### src/hw/rtl/wfmc_pkg.sv
`timescale 1ns / 1ps

package wfmc_pkg;

    localparam int SENSOR_BITS_DEF = 12;
    localparam int SPEED_BITS_DEF  = 10;

    localparam int GAIN_W     = 16;
    localparam int CFG_DATA_W = 16;
    localparam int CFG_IDX_W  = 3;
    localparam int CHAR_W     = 8;
    localparam int REPLY_W    = 2;
    localparam int CORR_W     = 12;
    localparam int LIMIT_W    = 16;

    localparam logic [CFG_IDX_W-1:0] CFG_TARGET_SIDE      = 3'd0;
    localparam logic [CFG_IDX_W-1:0] CFG_P_GAIN           = 3'd1;
    localparam logic [CFG_IDX_W-1:0] CFG_I_GAIN           = 3'd2;
    localparam logic [CFG_IDX_W-1:0] CFG_D_GAIN           = 3'd3;
    localparam logic [CFG_IDX_W-1:0] CFG_BASE_SPEED       = 3'd4;
    localparam logic [CFG_IDX_W-1:0] CFG_FRONT_WALL_LEVEL = 3'd5;

    localparam int TARGET_SIDE_RST = 1500;
    localparam int P_GAIN_RST      = 16384;
    localparam int I_GAIN_RST      = 1638;
    localparam int D_GAIN_RST      = 1638;
    localparam int BASE_SPEED_RST  = 1000;
    localparam int FRONT_WALL_RST  = 2350;
    localparam int PULSE_RST       = 500;

    localparam logic [REPLY_W-1:0] REPLY_NONE  = 2'd0;
    localparam logic [REPLY_W-1:0] REPLY_START = 2'd1;
    localparam logic [REPLY_W-1:0] REPLY_STOP  = 2'd2;
    localparam logic [REPLY_W-1:0] REPLY_WRONG = 2'd3;

    localparam logic [CHAR_W-1:0] CHAR_G  = 8'h47;
    localparam logic [CHAR_W-1:0] CHAR_O  = 8'h4F;
    localparam logic [CHAR_W-1:0] CHAR_S  = 8'h53;
    localparam logic [CHAR_W-1:0] CHAR_T  = 8'h54;
    localparam logic [CHAR_W-1:0] CHAR_CR = 8'h0D;
    localparam logic [CHAR_W-1:0] CHAR_LF = 8'h0A;

    localparam logic [LIMIT_W-1:0] SIDE_WIN_LO    = 16'd1100;
    localparam logic [LIMIT_W-1:0] SIDE_WIN_HI    = 16'd2700;
    localparam logic [LIMIT_W-1:0] TURN_END_FRONT = 16'd1300;
    localparam logic [LIMIT_W-1:0] TURN_END_SIDE  = 16'd1800;

    localparam int CORR_MAX      = 2047;
    localparam int CORR_MIN      = -2048;
    localparam int BAND_LEFT_LO  = -100;
    localparam int BAND_LEFT_HI  = -15;
    localparam int BAND_SMALL_LO = 5;
    localparam int BAND_SMALL_HI = 40;

    localparam int K_RIGHT_WALL_Q8 = 1408;
    localparam int K_LEFT_WALL_Q8  = 4301;
    localparam int K_RIGHT_TURN    = 9;

    typedef enum logic [3:0] {
        OP_NONE       = 4'd0,
        OP_MUL_EP     = 4'd1,
        OP_MUL_EI     = 4'd2,
        OP_MUL_PP     = 4'd3,
        OP_MUL_II     = 4'd4,
        OP_MUL_DD     = 4'd5,
        OP_SUM        = 4'd6,
        OP_CORR       = 4'd7,
        OP_BAND       = 4'd8,
        OP_STEER      = 4'd9,
        OP_CMD        = 4'd10,
        OP_TURN_CHECK = 4'd11
    } dp_op_t;

    typedef struct packed {
        logic   load;
        dp_op_t op;
        logic   publish;
    } dp_cmd_t;

    typedef struct packed {
        logic func;
        logic active;
        logic turning;
        logic out_busy;
    } dp_sts_t;

endpackage

### src/hw/rtl/wall_follow_motor_controller_unit.sv
// A command word, an idle tick and a turning tick pass from dispatch straight to
// the finish state, which waits while the output word is untaken; a steering tick
// first runs the multiply, sum, correction, band and steer states. A new word is taken
// only once the last result is published; the steering path runs six products through one multiplier.
// Reset (aresetn low, synchronous): registers to defaults, block stopped,
// wheels off, pulse widths 500, no word pending.
`timescale 1ns / 1ps

module wall_follow_motor_controller_unit #(
    parameter int SENSOR_BITS = wfmc_pkg::SENSOR_BITS_DEF,
    parameter int SPEED_BITS  = wfmc_pkg::SPEED_BITS_DEF
) (
    input  logic                                              aclk,
    input  logic                                              aresetn,
    input  logic                                              s_tvalid,
    output logic                                              s_tready,
    // side_reading, front_reading, first_char, second_char
    input  logic [((2*SENSOR_BITS+16+7)/8)*8-1:0]             s_tdata,
    // func
    input  logic                                              s_tuser,
    output logic                                              m_tvalid,
    input  logic                                              m_tready,
    // left_speed, right_speed, left_on, right_on, left_reverse, reply,
    // correction, side_error
    output logic [((2*SPEED_BITS+SENSOR_BITS+18+7)/8)*8-1:0]  m_tdata,
    input  logic                                              cfg_wr_en,
    input  logic [wfmc_pkg::CFG_IDX_W-1:0]                    cfg_index,
    input  logic [wfmc_pkg::CFG_DATA_W-1:0]                   cfg_data
);
    import wfmc_pkg::*;

    localparam int IN_W  = ((2 * SENSOR_BITS + 16 + 7) / 8) * 8;
    localparam int OUT_W = ((2 * SPEED_BITS + SENSOR_BITS + 18 + 7) / 8) * 8;

    dp_cmd_t cmd;
    dp_sts_t sts;

    wfmc_ctrl u_ctrl (
        .aclk     (aclk),
        .aresetn  (aresetn),
        .s_tvalid (s_tvalid),
        .s_tready (s_tready),
        .sts      (sts),
        .cmd      (cmd)
    );

    wfmc_dp #(
        .SENSOR_BITS (SENSOR_BITS),
        .SPEED_BITS  (SPEED_BITS),
        .IN_W        (IN_W),
        .OUT_W       (OUT_W)
    ) u_dp (
        .aclk      (aclk),
        .aresetn   (aresetn),
        .s_tdata   (s_tdata),
        .s_tuser   (s_tuser),
        .cfg_wr_en (cfg_wr_en),
        .cfg_index (cfg_index),
        .cfg_data  (cfg_data),
        .m_tvalid  (m_tvalid),
        .m_tready  (m_tready),
        .m_tdata   (m_tdata),
        .cmd       (cmd),
        .sts       (sts)
    );

endmodule

### src/hw/rtl/wfmc_ctrl.sv
`timescale 1ns / 1ps

module wfmc_ctrl (
    input  logic              aclk,
    input  logic              aresetn,
    input  logic              s_tvalid,
    output logic              s_tready,
    input  wfmc_pkg::dp_sts_t sts,
    output wfmc_pkg::dp_cmd_t cmd
);
    import wfmc_pkg::*;

    typedef enum logic [11:0] {
        S_IDLE     = 12'b0000_0000_0001,
        S_DISPATCH = 12'b0000_0000_0010,
        S_MUL_EP   = 12'b0000_0000_0100,
        S_MUL_EI   = 12'b0000_0000_1000,
        S_MUL_PP   = 12'b0000_0001_0000,
        S_MUL_II   = 12'b0000_0010_0000,
        S_MUL_DD   = 12'b0000_0100_0000,
        S_SUM      = 12'b0000_1000_0000,
        S_CORR     = 12'b0001_0000_0000,
        S_BAND     = 12'b0010_0000_0000,
        S_STEER    = 12'b0100_0000_0000,
        S_FINISH   = 12'b1000_0000_0000
    } state_t;

    state_t state_reg, state_next;

    assign s_tready = (state_reg == S_IDLE);

    always_comb begin
        state_next  = state_reg;
        cmd.load    = 1'b0;
        cmd.op      = OP_NONE;
        cmd.publish = 1'b0;
        case (state_reg)
            S_IDLE: begin
                if (s_tvalid) begin
                    cmd.load   = 1'b1;
                    state_next = S_DISPATCH;
                end
            end
            S_DISPATCH: begin
                if (sts.func) begin
                    cmd.op     = OP_CMD;
                    state_next = S_FINISH;
                end else if (!sts.active) begin
                    state_next = S_FINISH;
                end else if (sts.turning) begin
                    cmd.op     = OP_TURN_CHECK;
                    state_next = S_FINISH;
                end else begin
                    state_next = S_MUL_EP;
                end
            end
            S_MUL_EP: begin
                cmd.op     = OP_MUL_EP;
                state_next = S_MUL_EI;
            end
            S_MUL_EI: begin
                cmd.op     = OP_MUL_EI;
                state_next = S_MUL_PP;
            end
            S_MUL_PP: begin
                cmd.op     = OP_MUL_PP;
                state_next = S_MUL_II;
            end
            S_MUL_II: begin
                cmd.op     = OP_MUL_II;
                state_next = S_MUL_DD;
            end
            S_MUL_DD: begin
                cmd.op     = OP_MUL_DD;
                state_next = S_SUM;
            end
            S_SUM: begin
                cmd.op     = OP_SUM;
                state_next = S_CORR;
            end
            S_CORR: begin
                cmd.op     = OP_CORR;
                state_next = S_BAND;
            end
            S_BAND: begin
                cmd.op     = OP_BAND;
                state_next = S_STEER;
            end
            S_STEER: begin
                cmd.op     = OP_STEER;
                state_next = S_FINISH;
            end
            S_FINISH: begin
                if (!sts.out_busy) begin
                    cmd.publish = 1'b1;
                    state_next  = S_IDLE;
                end
            end
            default: begin
                state_next = S_IDLE;
            end
        endcase
    end

    always_ff @(posedge aclk) begin
        if (!aresetn) begin
            state_reg <= S_IDLE;
        end else begin
            state_reg <= state_next;
        end
    end

`ifndef NO_ASSERTIONS
    a_publish_free: assert property (@(posedge aclk) disable iff (!aresetn)
        cmd.publish |-> !sts.out_busy)
        else $error("result word published over an untaken one");

    a_load_dispatch: assert property (@(posedge aclk) disable iff (!aresetn)
        cmd.load |=> (state_reg == S_DISPATCH))
        else $error("accepted word not dispatched");
`endif

endmodule

### src/hw/rtl/wfmc_dp.sv
`timescale 1ns / 1ps

module wfmc_dp #(
    parameter int SENSOR_BITS = wfmc_pkg::SENSOR_BITS_DEF,
    parameter int SPEED_BITS  = wfmc_pkg::SPEED_BITS_DEF,
    parameter int IN_W        = ((2 * SENSOR_BITS + 16 + 7) / 8) * 8,
    parameter int OUT_W       = ((2 * SPEED_BITS + SENSOR_BITS + 18 + 7) / 8) * 8
) (
    input  logic                                aclk,
    input  logic                                aresetn,
    input  logic [IN_W-1:0]                     s_tdata,
    input  logic                                s_tuser,
    input  logic                                cfg_wr_en,
    input  logic [wfmc_pkg::CFG_IDX_W-1:0]      cfg_index,
    input  logic [wfmc_pkg::CFG_DATA_W-1:0]     cfg_data,
    output logic                                m_tvalid,
    input  logic                                m_tready,
    output logic [OUT_W-1:0]                    m_tdata,
    input  wfmc_pkg::dp_cmd_t                   cmd,
    output wfmc_pkg::dp_sts_t                   sts
);
    import wfmc_pkg::*;

    localparam int SB        = SENSOR_BITS;
    localparam int SPB       = SPEED_BITS;
    localparam int E         = SB + 1;
    localparam int DW        = E + 1;
    localparam int MA_W      = (DW > CORR_W) ? DW : CORR_W;
    localparam int MB_W      = GAIN_W + 1;
    localparam int PW        = MA_W + MB_W;
    localparam int AW        = PW + 2;
    localparam int SPEED_MAX = (1 << SPB) - 1;

    // configuration
    logic [SB-1:0]     target_reg;
    logic [GAIN_W-1:0] p_gain_reg;
    logic [GAIN_W-1:0] i_gain_reg;
    logic [GAIN_W-1:0] d_gain_reg;
    logic [SPB-1:0]    base_reg;
    logic [SB-1:0]     front_level_reg;

    // latched word
    logic              func_reg;
    logic [SB-1:0]     side_reg;
    logic [SB-1:0]     front_reg;
    logic [CHAR_W-1:0] c0_reg;
    logic [CHAR_W-1:0] c1_reg;
    logic signed [E-1:0] err_reg;

    // scratch
    logic signed [E-1:0]      pv_reg;
    logic signed [E-1:0]      iv_reg;
    logic signed [PW-1:0]     prod_reg;
    logic signed [AW-1:0]     acc_reg;
    logic signed [CORR_W-1:0] corr_reg;

    // block state
    logic                active_reg, active_next;
    logic                turning_reg, turning_next;
    logic                left_backward_reg, left_backward_next;
    logic                left_enabled_reg, left_enabled_next;
    logic                right_enabled_reg, right_enabled_next;
    logic [SPB-1:0]      left_pulse_reg, left_pulse_next;
    logic [SPB-1:0]      right_pulse_reg, right_pulse_next;
    logic signed [E-1:0] prev_err_reg, prev_err_next;
    logic [REPLY_W-1:0]  reply_reg, reply_next;
    logic                steered_reg, steered_next;

    logic             m_tvalid_reg;
    logic [OUT_W-1:0] out_data_reg;

    logic signed [MA_W-1:0]   mul_a;
    logic signed [MB_W-1:0]   mul_b;
    logic signed [DW-1:0]     dv;
    logic signed [PW-1:0]     prod_bias16;
    logic signed [PW-1:0]     prod_bias8;
    logic signed [PW-17:0]    prod_q16;
    logic signed [PW-9:0]     prod_q8;
    logic signed [AW-1:0]     acc_bias;
    logic signed [AW-17:0]    acc_q;
    logic signed [CORR_W-1:0] corr_sat;
    logic                     band_left;
    logic                     band_small;
    logic                     band_big;
    logic signed [PW-1:0]     delta;
    logic signed [PW-1:0]     base_ext;
    logic signed [PW-1:0]     left_calc;
    logic signed [PW-1:0]     right_calc;
    logic                     turn_end;
    logic                     turn_start;
    logic signed [E-1:0]      err_out;

    function automatic logic [SPB-1:0] clamp_pulse(input logic signed [PW-1:0] v);
        logic [SPB-1:0] r;
        if (v < 0) begin
            r = '0;
        end else if (v > PW'(SPEED_MAX)) begin
            r = SPB'(SPEED_MAX);
        end else begin
            r = v[SPB-1:0];
        end
        return r;
    endfunction

    assign dv = DW'(err_reg) - DW'(prev_err_reg);

    always_comb begin
        mul_a = '0;
        mul_b = '0;
        case (cmd.op)
            OP_MUL_EP: begin
                mul_a = MA_W'(err_reg);
                mul_b = signed'({1'b0, p_gain_reg});
            end
            OP_MUL_EI: begin
                mul_a = MA_W'(err_reg);
                mul_b = signed'({1'b0, i_gain_reg});
            end
            OP_MUL_PP: begin
                mul_a = MA_W'(pv_reg);
                mul_b = signed'({1'b0, p_gain_reg});
            end
            OP_MUL_II: begin
                mul_a = MA_W'(iv_reg);
                mul_b = signed'({1'b0, i_gain_reg});
            end
            OP_MUL_DD: begin
                mul_a = MA_W'(dv);
                mul_b = signed'({1'b0, d_gain_reg});
            end
            OP_BAND: begin
                mul_a = MA_W'(corr_reg);
                if (band_left) begin
                    mul_b = MB_W'(K_RIGHT_WALL_Q8);
                end else if (band_small) begin
                    mul_b = MB_W'(K_LEFT_WALL_Q8);
                end else if (band_big) begin
                    mul_b = MB_W'(K_RIGHT_TURN);
                end
            end
            default: begin
            end
        endcase
    end

    // truncate toward zero
    assign prod_bias16 = prod_reg + (prod_reg[PW-1] ? PW'(65535) : PW'(0));
    assign prod_q16    = prod_bias16[PW-1:16];
    assign prod_bias8  = prod_reg + (prod_reg[PW-1] ? PW'(255) : PW'(0));
    assign prod_q8     = prod_bias8[PW-1:8];
    assign acc_bias    = acc_reg + (acc_reg[AW-1] ? AW'(65535) : AW'(0));
    assign acc_q       = acc_bias[AW-1:16];

    always_comb begin
        if (acc_q > CORR_MAX) begin
            corr_sat = CORR_W'(CORR_MAX);
        end else if (acc_q < CORR_MIN) begin
            corr_sat = CORR_W'(CORR_MIN);
        end else begin
            corr_sat = acc_q[CORR_W-1:0];
        end
    end

    assign band_left  = (corr_reg <= BAND_LEFT_HI) && (corr_reg >= BAND_LEFT_LO);
    assign band_small = (corr_reg >= BAND_SMALL_LO) && (corr_reg <= BAND_SMALL_HI);
    assign band_big   = (corr_reg > BAND_SMALL_HI);

    assign delta      = (band_left || band_small) ? PW'(prod_q8) : prod_reg;
    assign base_ext   = signed'(PW'(base_reg));
    assign left_calc  = base_ext + (band_left ? delta : PW'(0));
    assign right_calc = base_ext - ((band_small || band_big) ? delta : PW'(0));

    assign turn_end   = (LIMIT_W'(front_reg) <= TURN_END_FRONT)
                     && (LIMIT_W'(side_reg) <= TURN_END_SIDE);
    assign turn_start = (front_reg >= front_level_reg)
                     && (LIMIT_W'(side_reg) >= SIDE_WIN_LO)
                     && (LIMIT_W'(side_reg) <= SIDE_WIN_HI);

    always_comb begin
        active_next        = active_reg;
        turning_next       = turning_reg;
        left_backward_next = left_backward_reg;
        left_enabled_next  = left_enabled_reg;
        right_enabled_next = right_enabled_reg;
        left_pulse_next    = left_pulse_reg;
        right_pulse_next   = right_pulse_reg;
        prev_err_next      = prev_err_reg;
        reply_next         = reply_reg;
        steered_next       = steered_reg;
        if (cmd.load) begin
            reply_next   = REPLY_NONE;
            steered_next = 1'b0;
        end
        case (cmd.op)
            OP_CMD: begin
                if (c0_reg == CHAR_G && c1_reg == CHAR_O) begin
                    active_next = 1'b1;
                    reply_next  = REPLY_START;
                end else if (c0_reg == CHAR_S && c1_reg == CHAR_T) begin
                    active_next        = 1'b0;
                    left_enabled_next  = 1'b0;
                    right_enabled_next = 1'b0;
                    turning_next       = 1'b0;
                    left_backward_next = 1'b0;
                    reply_next         = REPLY_STOP;
                end else if (c0_reg == CHAR_CR && c1_reg == CHAR_LF) begin
                    reply_next = REPLY_NONE;
                end else begin
                    reply_next = REPLY_WRONG;
                end
            end
            OP_TURN_CHECK: begin
                if (turn_end) begin
                    turning_next       = 1'b0;
                    left_backward_next = 1'b0;
                end
            end
            OP_STEER: begin
                left_pulse_next    = clamp_pulse(left_calc);
                right_pulse_next   = clamp_pulse(right_calc);
                left_enabled_next  = 1'b1;
                right_enabled_next = 1'b1;
                prev_err_next      = err_reg;
                steered_next       = 1'b1;
                if (turn_start) begin
                    left_pulse_next    = base_reg;
                    right_pulse_next   = base_reg;
                    turning_next       = !turn_end;
                    left_backward_next = !turn_end;
                end
            end
            default: begin
            end
        endcase
    end

    always_ff @(posedge aclk) begin
        if (!aresetn) begin
            target_reg        <= SB'(TARGET_SIDE_RST);
            p_gain_reg        <= GAIN_W'(P_GAIN_RST);
            i_gain_reg        <= GAIN_W'(I_GAIN_RST);
            d_gain_reg        <= GAIN_W'(D_GAIN_RST);
            base_reg          <= SPB'(BASE_SPEED_RST);
            front_level_reg   <= SB'(FRONT_WALL_RST);
            active_reg        <= 1'b0;
            turning_reg       <= 1'b0;
            left_backward_reg <= 1'b0;
            left_enabled_reg  <= 1'b0;
            right_enabled_reg <= 1'b0;
            left_pulse_reg    <= SPB'(PULSE_RST);
            right_pulse_reg   <= SPB'(PULSE_RST);
            prev_err_reg      <= '0;
            reply_reg         <= REPLY_NONE;
            steered_reg       <= 1'b0;
            m_tvalid_reg      <= 1'b0;
        end else begin
            if (cfg_wr_en) begin
                case (cfg_index)
                    CFG_TARGET_SIDE:      target_reg      <= cfg_data[SB-1:0];
                    CFG_P_GAIN:           p_gain_reg      <= cfg_data[GAIN_W-1:0];
                    CFG_I_GAIN:           i_gain_reg      <= cfg_data[GAIN_W-1:0];
                    CFG_D_GAIN:           d_gain_reg      <= cfg_data[GAIN_W-1:0];
                    CFG_BASE_SPEED:       base_reg        <= cfg_data[SPB-1:0];
                    CFG_FRONT_WALL_LEVEL: front_level_reg <= cfg_data[SB-1:0];
                    default: begin
                    end
                endcase
            end
            active_reg        <= active_next;
            turning_reg       <= turning_next;
            left_backward_reg <= left_backward_next;
            left_enabled_reg  <= left_enabled_next;
            right_enabled_reg <= right_enabled_next;
            left_pulse_reg    <= left_pulse_next;
            right_pulse_reg   <= right_pulse_next;
            prev_err_reg      <= prev_err_next;
            reply_reg         <= reply_next;
            steered_reg       <= steered_next;
            if (cmd.publish) begin
                m_tvalid_reg <= 1'b1;
            end else if (m_tready) begin
                m_tvalid_reg <= 1'b0;
            end
        end
    end

    assign err_out = steered_reg ? err_reg : E'(0);

    always_ff @(posedge aclk) begin
        if (cmd.load) begin
            func_reg  <= s_tuser;
            side_reg  <= s_tdata[SB-1:0];
            front_reg <= s_tdata[2*SB-1:SB];
            c0_reg    <= s_tdata[2*SB+CHAR_W-1:2*SB];
            c1_reg    <= s_tdata[2*SB+2*CHAR_W-1:2*SB+CHAR_W];
            err_reg   <= signed'({1'b0, target_reg}) - signed'({1'b0, s_tdata[SB-1:0]});
            corr_reg  <= '0;
        end
        case (cmd.op)
            OP_MUL_EP, OP_MUL_DD, OP_BAND: begin
                prod_reg <= mul_a * mul_b;
            end
            OP_MUL_EI: begin
                pv_reg   <= E'(prod_q16);
                prod_reg <= mul_a * mul_b;
            end
            OP_MUL_PP: begin
                iv_reg   <= E'(prod_q16);
                prod_reg <= mul_a * mul_b;
            end
            OP_MUL_II: begin
                acc_reg  <= AW'(prod_reg);
                prod_reg <= mul_a * mul_b;
            end
            OP_SUM: begin
                acc_reg <= acc_reg + AW'(prod_reg);
            end
            OP_CORR: begin
                corr_reg <= corr_sat;
            end
            default: begin
            end
        endcase
        if (cmd.op == OP_MUL_DD) begin
            acc_reg <= acc_reg + AW'(prod_reg);
        end
        if (cmd.publish) begin
            out_data_reg <= OUT_W'({err_out, corr_reg, reply_reg, left_backward_reg,
                                    right_enabled_reg, left_enabled_reg,
                                    right_pulse_reg, left_pulse_reg});
        end
    end

    assign m_tvalid     = m_tvalid_reg;
    assign m_tdata      = out_data_reg;
    assign sts.func     = func_reg;
    assign sts.active   = active_reg;
    assign sts.turning  = turning_reg;
    assign sts.out_busy = m_tvalid_reg && !m_tready;

`ifndef NO_ASSERTIONS
    a_turn_reverse: assert property (@(posedge aclk) disable iff (!aresetn)
        turning_reg == left_backward_reg)
        else $error("turn flag and reverse flag disagree");

    a_turn_active: assert property (@(posedge aclk) disable iff (!aresetn)
        turning_reg |-> active_reg)
        else $error("turning while stopped");

    a_publish_valid: assert property (@(posedge aclk) disable iff (!aresetn)
        cmd.publish |=> m_tvalid_reg)
        else $error("published word not presented");
`endif

endmodule

### config.mk
export PLATFORM = sky130hd
export DESIGN_NAME = wall_follow_motor_controller_unit
export DESIGN_NICKNAME = d
export VERILOG_FILES = /design/src/hw/rtl/wfmc_pkg.sv /design/src/hw/rtl/wall_follow_motor_controller_unit.sv /design/src/hw/rtl/wfmc_ctrl.sv /design/src/hw/rtl/wfmc_dp.sv
export SDC_FILE = /design/constraint.sdc
export NUM_CORES = 2
export LEC_CHECK = 0
export BUFFER_PORTS_ARGS = -buffer_cell sky130_fd_sc_hd__clkbuf_2
export CELL_PAD_IN_SITES_DETAIL_PLACEMENT = 1
export CELL_PAD_IN_SITES_GLOBAL_PLACEMENT = 2
export CORE_ASPECT_RATIO = 1.75
export CORE_MARGIN = 2
export CORE_UTILIZATION = 43
export DETAILED_ROUTE_END_ITERATION = 6
export PLACE_DENSITY = 0.95
export SETUP_SLACK_MARGIN = 0.3
export SYNTH_ARGS = -nofsm -noshare
export SYNTH_HDL_FRONTEND = slang
export SYNTH_SLANG_ARGS = --single-unit
### constraint.sdc
create_clock -name aclk -period 20.8 [get_ports aclk]
set_clock_uncertainty 0.15 [all_clocks]
set_input_delay 1.04 -clock aclk [delete_from_list [all_inputs] [get_ports aclk]]
set_output_delay 1.04 -clock aclk [all_outputs]
set_load 0.02 [all_outputs]
==> results.cfg <==
[route]
drt-wirelength-per-cell_um = 24.08
finalWirelength_um = 93770
detail_route.vias_per_cell = 5.920
detail_route.first_pass.iterations = 6
first_iter_violations = 1143
drc_errors = 0
ant_nets = 0
route.vias.total = 23050

[clock_network]
latest_clock_arrival_within_the_worst_skew_pair_ns = 0.58
post_cts.resized_instances = 0
post_cts_hold_buffer_count = 0
clock_path_buffers = 3
clkSlewWorstSetupHoldPaths_ns = 0.07
cts.root.buffer_cell = sky130_fd_sc_hd__clkbuf_16
numCtsBuffers = 34
buffers_inserted_by_post_cts_timing_repair = 0
tritoncts = built
h_tree_depth = 2
cts_num_sinks = 339

[synthesis]
synth_top_cells_by_area = sky130_fd_sc_hd__edfxtp_1, sky130_fd_sc_hd__fa_1, sky130_fd_sc_hd__ha_1, sky130_fd_sc_hd__dfxtp_1, sky130_fd_sc_hd__nand2_1
synth-seq-area-share_pct = 32.51
synth.lib_cells_used.distinct = 101
synth_top_cell_by_area = sky130_fd_sc_hd__edfxtp_1
ys_dominant_reg_cell = sky130_fd_sc_hd__edfxtp_1
synth.cell_area_um2 = 27190
synthCells = 2981
average_footprint_of_a_synthesized_cell_um2 = 9.121
post-synth-top-area-fraction_pct = 22.64
yosys_warnings = 0
number_of_synthesized_register_bits = 339
number_of_enable_type_register_cells_in_the_synthesized_netlist = 205
synth_async_sr_flop_share_pct = 0

[pwr]
power.leakage_uw = 0.01299
pwr_density_cell_nw_per_um2 = 52.33
peakVddDrop_v = 0.00008998
report.power.total_uw = 1561

[global_routing]
grt_remaining_overflow = 0
first_global_vias = 25600
grt_first_pass_wirelength_um = 144200
grt_start_max_net_pins = 75
antenna_found_initial = 0
gr-usage-all-layers_pct = 28.60

[worst_setup_path]
r2r-start = u_dp.err_reg[0]$_DFFE_PP_
critical_path.slowest_cell = sky130_fd_sc_hd__fa_1
critical_path.endpoint_type = flip-flop
cp_data_required_time_ns = 20.96
path_max_fanout = 16
cp.arrival_ns = 10.30
startpoint = u_dp.err_reg[0]$_DFFE_PP_
timing.setup.critical_path_class = reg -> reg
crit_path_start_kind = flip-flop
cpMostUsedCell = sky130_fd_sc_hd__fa_1
cp_slowest_stage_delay_ns = 0.57

[timing]
max_slew.worst_pin.slew_ns = 1.187
min_period_ns = 10.14
post-route-period-util_pct = 48.74
worst_slew_margin_rel_pct = 20.76
report.final.slew_viol_count = 0
final_hold_viol_count = 0
unrepaired_setup_endpoints_after_global_routing = no
setup_violations = 0
fmax_mhz = 98.64
timing.setup.tns_ns = 0

[layout]
area_growth_pct = 9.696
layout.cells.non_filler = 3894
design_area_um2 = 29830
layout.cells.most_common = sky130_fd_sc_hd__nand2_1
filler_cell_count = 7286
layout-drive-gt1-share_pct = 9.070
most-common-layout-cells = sky130_fd_sc_hd__nand2_1, sky130_fd_sc_hd__inv_1, sky130_fd_sc_hd__nor2_1, sky130_fd_sc_hd__ha_1, sky130_fd_sc_hd__edfxtp_1
num-nets-final = 3528
number_of_flip_flops_in_the_largest_register = 49
fin_util_pct = 47.43

[floorplanning]
coreArea_um2 = 62890
initial_core_util_pct = 43.24
die_w_um = 194.1
die_h_um = 336.7
die_area_um2 = 65340
top_level_port_count = 123
placementRows = 122

[place]
port_bufs = 116
dpl_wire_length_um = 74330
placed_cells = 3831
postPlaceCellArea_um2 = 28670
gp_congestion = 0.9581

[run]
cap_violations = 0

[run_status]
outcome = completed

[worst_hold_path]
hold_path.class = reg -> reg
hold_path.startpoint = u_dp.right_pulse_reg[8]$_SDFFE_PN1P_
[worst max-delay path: cells and delay by family (launching register included)]
family	cells	cell delay (ns)
and+or+nand+nor	4	0.64
adders and majority gates	9	4.06
xor gates and xnor gates	2	0.23
DFF	1	0.43
buffers and inverters	6	0.52
AOI/OAI and AO/OA	18	3.86
[final timing paths]
path	endpoint	slack, ns	cells past startpoint
hold reg to reg	u_dp.m_tdata[18]$_DFFE_PP_	0.28	0
hold / removal	u_dp.m_tdata[18]$_DFFE_PP_	0.28	0
setup reg to reg	u_dp.prod_reg[30]$_DFFE_PP_	10.66	39
setup / recovery	u_dp.prod_reg[30]$_DFFE_PP_	10.66	39
[cell usage after synthesis (18+ instances only)]
cell type	number
sky130_fd_sc_hd__nand2_1	463
sky130_fd_sc_hd__inv_1	304
sky130_fd_sc_hd__nor2_1	265
sky130_fd_sc_hd__ha_1	231
sky130_fd_sc_hd__edfxtp_1	205
sky130_fd_sc_hd__fa_1	171
sky130_fd_sc_hd__dfxtp_1	134
sky130_fd_sc_hd__o21ai_0	118
sky130_fd_sc_hd__a21oi_1	99
sky130_fd_sc_hd__xnor2_1	86
sky130_fd_sc_hd__a21boi_0	80
sky130_fd_sc_hd__clkbuf_1	80
sky130_fd_sc_hd__nand3_1	74
sky130_fd_sc_hd__a21o_1	54
sky130_fd_sc_hd__nand2b_1	48
sky130_fd_sc_hd__xor2_1	47
sky130_fd_sc_hd__nor3_1	39
sky130_fd_sc_hd__and2_1	38
sky130_fd_sc_hd__o211ai_1	25
sky130_fd_sc_hd__nand4_1	24
sky130_fd_sc_hd__a31oi_1	21
sky130_fd_sc_hd__and3_1	20
sky130_fd_sc_hd__nor2b_1	19
sky130_fd_sc_hd__buf_2	18
[area by class of cell]
type	instances	area (um2)	area share (%)
diodes	1	2.502	0.008390
clock buffers	40	914.6	3.066
clock inverters	22	240.2	0.8054
inverters	305	1145	3.838
multi-input cells	2222	16770	56.23
flip-flops and latches	339	8838	29.63
well taps	806	1008	3.381
repair buffers	159	905.9	3.037
[power by group]
part / total [uW] / internal, uW / switching (uW)
registers: 751 / 730 / 21.1
clock network: 647 / 350 / 297
logic: 162 / 58.1 / 104
[cells by family (layout without fill, tap and decap cells)]
family / after synthesis / after routing / share of synthesized area (%)
other: 1 / 7 / 0.01379
muxes: 14 / 14 / 0.5522
adders and majority gates: 402 / 402 / 23.22
AOI/OAI and AO/OA: 581 / 581 / 14.86
buffers and inverters: 425 / 526 / 6.102
DFF: 339 / 339 / 32.51
and+or+nand+nor: 1085 / 1085 / 18.40
xor gates and xnor gates: 134 / 134 / 4.344
[metal layers]
metal | track usage, % | share of wire, % | vias to the layer above
met5 | 0 | 0 | -
li1 | - | - | 10400
met4 | 20.86 | 8.1 | 0
met1 | 27.98 | 34 | 11610
met2 | 54.87 | 54 | 700
met3 | 3.541 | 3.7 | 342
[metrics by stage]
step,setup WS [ns],hold WS [ns]
after detailed placement,10.80,0.2671
final,10.66,0.2845
after floorplan,11.75,0.2533
after global placement,11.25,0.2678
after global routing,10.17,0.2978
after CTS,10.70,0.2814
No activity file was read; power rests on OpenSTA's default activity.
